--- config.mk ---
export PLATFORM = sky130hd
export DESIGN_NAME = p3dh_div
export DESIGN_NICKNAME = d
export VERILOG_FILES = /design/src/p3dh_div.sv
export SDC_FILE = /design/constraint.sdc
export NUM_CORES = 1
export LEC_CHECK = 0
export BUFFER_PORTS_ARGS = -buffer_cell sky130_fd_sc_hd__buf_4
export CAP_MARGIN = 20
export CORE_AREA = 2 2 150 152
export DETAILED_ROUTE_END_ITERATION = 6
export DIE_AREA = 0 0 152 154
export GPL_TIMING_DRIVEN = 0
export PLACE_DENSITY = 0.71
export SLEW_MARGIN = 20
export SYNTH_ARGS = -nofsm -noshare
export SYNTH_HDL_FRONTEND = slang
export SYNTH_SLANG_ARGS = --single-unit
--- constraint.sdc ---
create_clock -name clk -period 4.8 [get_ports clk]
set_input_delay 0.24 -clock clk [delete_from_list [all_inputs] [get_ports clk]]
set_output_delay 0.24 -clock clk [all_outputs]
set_load 0.02 [all_outputs]
--- src/p3dh_div.sv ---
// Restoring radix-2 divider, one quotient bit per cycle.
// Depends on nothing; used for wrap, bin and mean quotients.
`default_nettype none
module p3dh_div #(
	parameter int unsigned NW = 64,
	parameter int unsigned DW = 40
) (
	input  wire logic          clk,
	input  wire logic          arst_n,
	input  wire logic          start,
	input  wire logic [NW-1:0] num,
	input  wire logic [DW-1:0] den,
	output logic               busy,
	output logic [NW-1:0]      quo
);
	localparam int unsigned CW = $clog2(NW + 1);
	logic [CW-1:0] cnt_q;
	logic [DW:0]   rem_q;
	logic [NW-1:0] n_q;
	logic [DW-1:0] d_q;
	logic [DW:0]   trial;
	logic [DW+1:0] shifted;

	assign shifted = {rem_q, n_q[NW-1]};
	assign trial   = shifted[DW:0] - {1'b0, d_q};

	always_ff @(posedge clk or negedge arst_n) begin
		if (!arst_n) begin
			cnt_q <= '0;
		end else if (start) begin
			cnt_q <= CW'(NW);
		end else if (cnt_q != '0) begin
			cnt_q <= cnt_q - 1'b1;
		end
	end

	always_ff @(posedge clk) begin
		if (start) begin
			rem_q <= '0;
			n_q   <= num;
			d_q   <= den;
			quo   <= '0;
		end else if (cnt_q != '0) begin
			n_q <= {n_q[NW-2:0], 1'b0};
			// Remainder stays below the divisor, so one extra bit is enough.
			if (!trial[DW] || shifted[DW+1]) begin
				rem_q <= trial;
				quo   <= {quo[NW-2:0], 1'b1};
			end else begin
				rem_q <= shifted[DW:0];
				quo   <= {quo[NW-2:0], 1'b0};
			end
		end
	end

	assign busy = (cnt_q != '0);
endmodule
`default_nettype wire

=== Word level (Yosys, flattened, before mapping) ===
Index checks and enable logic that the tools add are counted.

* Flip-flop bits (word level): 216
* Bits of input ports: 107
* Logic and storage cells: 17

* Add/sub/neg operators: 2
* Mux-type cells: 6
* Reduce and logical (&&, ||, !) cells: 4

{| class="wikitable"
|+ Operators with widths
! cell !! count
|-
| 2-to-1 mux 64 bit || 2
|-
| 2-to-1 mux 41 bit || 1
|-
| subtractor 41 x 40 -> 41 bit || 1
|-
| 2-to-1 mux 7 bit || 2
|-
| nonzero test 7 bit || 1
|-
| subtractor 7 x 1 -> 7 bit, second input constant || 1
|-
| nonzero test 2 bit || 1
|-
| logical NOT 1 bit || 1
|-
| logical OR 1 bit || 1
|-
| 2-to-1 mux 1 bit || 1
|}

=== Logic depth before layout (Yosys ltp) ===
* Depth in word-level cells: 4
* Mapped depth: 14
* Mapped depth without buffers: 12

=== Worst setup path before layout ===
OpenSTA, ideal clock, no wires.

* Path type: register to register
* Start: register cnt_q[3]
* End: register n_q[0] (enable)
* Library setup time: 0.688 ns
* Data arrival time: 2.715 ns
* Data required time: 4.112 ns
* Path slack: 1.397 ns
* Stages on the path, launching flop included: 7
* Buffers on the path: 2
* Clock period less this slack: 3.403 ns
* Cell sequence: dfrtp_1 > nor3_1 > nand3b_1 > nor2_1 > clkbuf_1 > clkbuf_1 > nand2_1

* Longest elaborated chain between the ends: 2

{| class="wikitable"
|+ RTL lines
! what !! RTL line !! RTL
|-
| start: declaration || 17 || <nowiki>logic [CW-1:0] cnt_q;</nowiki>
|-
| start signal: assignment || 31 || <nowiki>cnt_q <= CW'(NW);</nowiki>
|-
| start signal: assignment || 33 || <nowiki>cnt_q <= cnt_q - 1'b1;</nowiki>
|-
| nonzero test 7 bit || 43 || <nowiki>end else if (cnt_q != '0) begin</nowiki>
|-
| nonzero test 2 bit (no source line) || - ||
|-
| end signal: assignment || 40 || <nowiki>n_q <= num;</nowiki>
|-
| end signal: assignment || 44 || <nowiki>n_q <= {n_q[NW-2:0], 1'b0};</nowiki>
|-
| end: declaration || 19 || <nowiki>logic [NW-1:0] n_q;</nowiki>
|}

No other way between the ends.
A chain may end at the register's enable or synchronous reset.

=== Worst setup path in the final report ===
* Start: register n_q[63]
* End: register rem_q[35]

* Longest elaborated chain between the ends: 4

{| class="wikitable"
|+ RTL lines
! what !! RTL line !! RTL
|-
| subtractor 41 x 40 -> 41 bit (*) || 25 || <nowiki>assign trial = shifted[DW:0] - {1'b0, d_q};</nowiki>
|-
| logical NOT 1 bit || 46 || <nowiki>if (!trial[DW] || shifted[DW+1]) begin</nowiki>
|-
| logical OR 1 bit || 46 ||
|-
| 2-to-1 mux 41 bit (*) || 46 ||
|-
| end signal: assignment || 47 || <nowiki>rem_q <= trial;</nowiki>
|-
| end signal: assignment || 50 || <nowiki>rem_q <= shifted[DW:0];</nowiki>
|-
| end: declaration || 18 || <nowiki>logic [DW:0] rem_q;</nowiki>
|}

Every way passes the cells marked *; elsewhere a longest branch is shown, timed or not.

==> parameters.txt <==
Parameter                              Value

Status
  Status ... finished, final reports clean

Routing
  Residual DRC ... 0
  DR vias ... 8,779
  Number of nets still failing antenna checks after routing ... 0
  Total Wirelength ... roughly 27 mm
  DRC violation total after the first TritonRoute iteration ... 583
  Final routed wire length divided by cell count ... roughly 17 um
  Mean number of vias per cell ... between 5 and 6
  Total iterations of the first detailed-routing run ... 5

Hold path
  Hold Path Origin ... num[34]
  Hold depth ... 2
  Worst Hold End ... n_q[34]$_DFFE_PP_
  Class of the most critical hold timing path ... in -> reg

Logic synthesis
  Mapped cell area ... between 10,000 and 15,000 um2
  Synth Flop Type ... dfxtp_1
  Biggest area contributors in the synthesized netlist ... edfxtp_1 (29%), dfxtp_1 (19%), mux2_2 (6.7%)
  Synth Net Count ... 1,222
  Average cell area after synthesis ... 10.06 um2
  Synth warnings ... 0
  Portion of synthesized cell area occupied by the leading cell type ... around 29%
  Post-Syn Instances ... 1,073
  Number of enable-type register cells in the synthesized netlist ... between 100 and 150
  Number of storage elements in the synthesis netlist ... ~220
  Sequential-to-total area share from yosys stat ... 50.01%
  Leading area contributor after synthesis ... edfxtp_1
  FFs w/ async S/R, synth ... roughly 3.2%
  Count of cell types in the netlist ... 75

GRT
  Maximum number of pins on one net before global-route repair ... 53
  Global-route congestion overflow total ... 0
  Number of global-route vias before repair ... 8,558
  First-pass GRT wire length ... 43.49 mm
  Global-route usage over all layers ... between 20 and 25%
  Initial antenna violation count ... 1

Pwr
  Portion of total power attributed to combinational logic ... a little over a third
  Net switching power of the design ... approximately 2.3 mW
  P per Cell Area ... a little under 500 nW/um2
  Worst-case vdd ir drop ... between 300 and 400 uV
  Switching Fraction ... between 30% and 40%
  Internal cell power ... between 4 and 5 mW
  P_leak ... approximately 5.7 nW
  Proportion of power drawn by flip-flops and latches ... 35.8%
  Clock network fraction of total power ... between 20 and 30%

Timing
  Max Clock Skew ... roughly 14 ps
  Setup TNS ... 0 ps
  Setup repair after global routing missed its margin ... false
  Fin. max-slew vios ... 0
  Actual transition at the worst max-transition pin ... about 720 ps
  Worst slew margin relative to its limit ... about half
  Max Fclk ... roughly 0.27 GHz
  Final count of negative-setup-slack endpoints ... 0
  Count of endpoints failing hold in the final timing report ... 0
  Part of the cycle the worst path needs ... ~76%
  Crit path time final ... ~3700 ps

Cells and area
  Syn-to-layout area delta ... 28.35%
  Layout cells sized above 1 ... about a quarter
  Fin nets ... ~1,500
  Leading cell type in the layout, fill and taps excluded ... nand2_1
  Final Non-Filler Cells ... around 1,600
  Leading cell types in the layout, fill and taps excluded ... nand2_1 (180), buf_4 (173), a21oi_1 (111), dfxtp_1 (105), edfxtp_1 (104)

Setup path
  Highest fanout seen on the critical path ... 10
  Data arrival time at the worst-slack endpoint ... approximately 4100 ps
  Nature of the critical path startpoint ... register
  Reg2Reg Capture Point ... rem_q[35]$_SDFFE_PP0P_
  Type of element capturing the critical path ... register
  Critical path cell sequence ... inv_1 -> ha_1 -> fa_1 -> nand2b_1 -> a21o_1 -> a211o_1 -> a21oi_4 -> o211ai_1 -> a211oi_1 -> or2_1 -> buf_6 -> buf_8 -> nand2_1 -> a311oi_2
  Slowest stage delay, CP ... 440 ps
  Path depth of the worst reg2reg path ... 14
  Max stage delay cell, worst path ... a211oi_1
  Start of the worst register-to-register path ... n_q[63]$_DFFE_PP_
  Type of the worst setup path ... reg -> reg
  Data required time of the critical path ... between 5000 and 6000 ps
  Worst-case register-to-register setup slack ... around 1100 ps

Clocking
  CTS tree ... yes
  Number of clock buffers inserted by TritonCTS ... 25
  Clk root buf ... clkbuf_16
  Clock latency on the worst-skew pair ... about 530 ps
  H-Tree Level Count ... 1
  Largest buffer count on any clock path ... 3
  CTS clk-pin slew, worst paths ... roughly 60 ps
  Clock sinks ... roughly 220

Place
  Quantity of I/O buffers inserted on ports ... 171
  Number of placed cells counting well taps ... about 1,500
  DPL Wire Length ... between 15 and 20 mm
  Global placement routability congestion ... approximately 0.93

Die
  CORE AREA ... 21,690 um2
  Initial core utilization ... between 40% and 50%
  Die area ... roughly 23,000 um2
  Num rows ... between 50 and 60
  Io pins ... 172
  Die height ... ~150 um
  Horiz. Die Dim ... 152 um

Run
  Number of max-cap violations ... 0
## state kept, by name (all words and copies together), names as in the netlist
register  cells
rem_q        41
n_q          64
cnt_q         7
quo          64
d_q          40
## how the worst max path moves through the flow
stage	from	endpoint	slack, ps	cells past startpoint
2_1_floorplan	cnt_q[3]$_DFFE_PN0P_	n_q[0]$_SDFFCE_PN0P_	1400	6
3_3_place_gp	cnt_q[3]$_DFFE_PN0P_	n_q[23]$_DFFE_PP_	3	6
3_5_place_dp	n_q[63]$_DFFE_PP_	rem_q[35]$_SDFFE_PP0P_	1200	14
4_1_cts	n_q[63]$_DFFE_PP_	rem_q[35]$_SDFFE_PP0P_	1180	14
5_1_grt	n_q[63]$_DFFE_PP_	rem_q[17]$_SDFFE_PP0P_	900	14
6_report	n_q[63]$_DFFE_PP_	rem_q[35]$_SDFFE_PP0P_	1130	14
## cell usage after synthesis (7+ instances only)
cell type	number
a211oi_1	24
a21o_1	7
a21oi_1	111
a31oi_1	8
and2_1	10
clkbuf_1	39
dfrtp_1	7
dfxtp_1	105
edfxtp_1	104
ha_1	41
inv_1	49
mux2_2	64
mux2i_1	21
nand2_1	181
nand2b_1	7
nand3_1	25
nand4_1	12
nor2_1	68
nor3_1	7
o21a_1	10
o21ai_0	28
xnor2_1	21
xor2_1	16
## power groups by stage
stage | logic (mW) | clock network [mW] | registers [mW]
global route | 2.64 | 2.06 | 2.44
detailed placement | 2.33 | 0 | 2.44
global placement | 2.28 | 0 | 2.44
finish | 2.40 | 1.94 | 2.41
CTS | 2.38 | 1.98 | 2.41
floorplan | 1.78 | 0 | 2.40
## critical path, delay by kind of cell (launching register included)
family          cells  cell delay, ps
flops               1             350
compound gates      6            1690
simple gates        3             550
buf+inv             3             390
fa+ha+maj           2             610
## cell families (layout without fill, tap and decap cells)
logic type,count (synthesis),after routing,share of synthesized area (%)
AO/OA/AOI/OAI,251,251,15.24
XOR/XNOR,37,37,3.001
adder cells (fa/ha/maj),42,42,4.936
buffers and inverters,106,378,4.646
flip-flops,216,216,50.01
multiplexers,85,85,8.621
other,0,1,0
AND/OR/NAND/NOR,336,336,13.55
## final cells by class
cell class,count,area [um2]
antenna,1,2.502
sequential,216,5400
timing repair buffer,226,1852
inverter,50,187.7
clock buffer,30,675.6
multi-input combinational,751,4903
clock inverter,16,173.9
buffer,56,314.1
tap,280,350.3
fill,1758,7829
## metal layers
metal	GRT usage (%)	routed length, um
met1	28.91	11930
met4	5.830	486
met2	37.79	12710
met3	6.060	1999
met5	0	0
## per-stage QoR
stage	hold WS [ps]	worst slack, ps	total power [mW]	util (%)	instance area (um2)
after global placement	57.90	3.248	4.729	57.32	12430
after CTS	0.2683	1176	6.772	63.80	13840
after detailed placement	56.57	1200	4.771	57.48	12470
final	14.61	1131	6.750	63.90	13860
after global routing	3.120	898.2	7.137	63.90	13860
after floorplan	-55.59	1397	4.183	-	10800
## what timing repair did
action                                 in CTS  in global routing
hold buffers                               52                  2
gates resized for setup                     0                  0
setup buffers                               0                  0
endpoints found under the hold margin      58                  2
(Power assumes the default switching activity.)
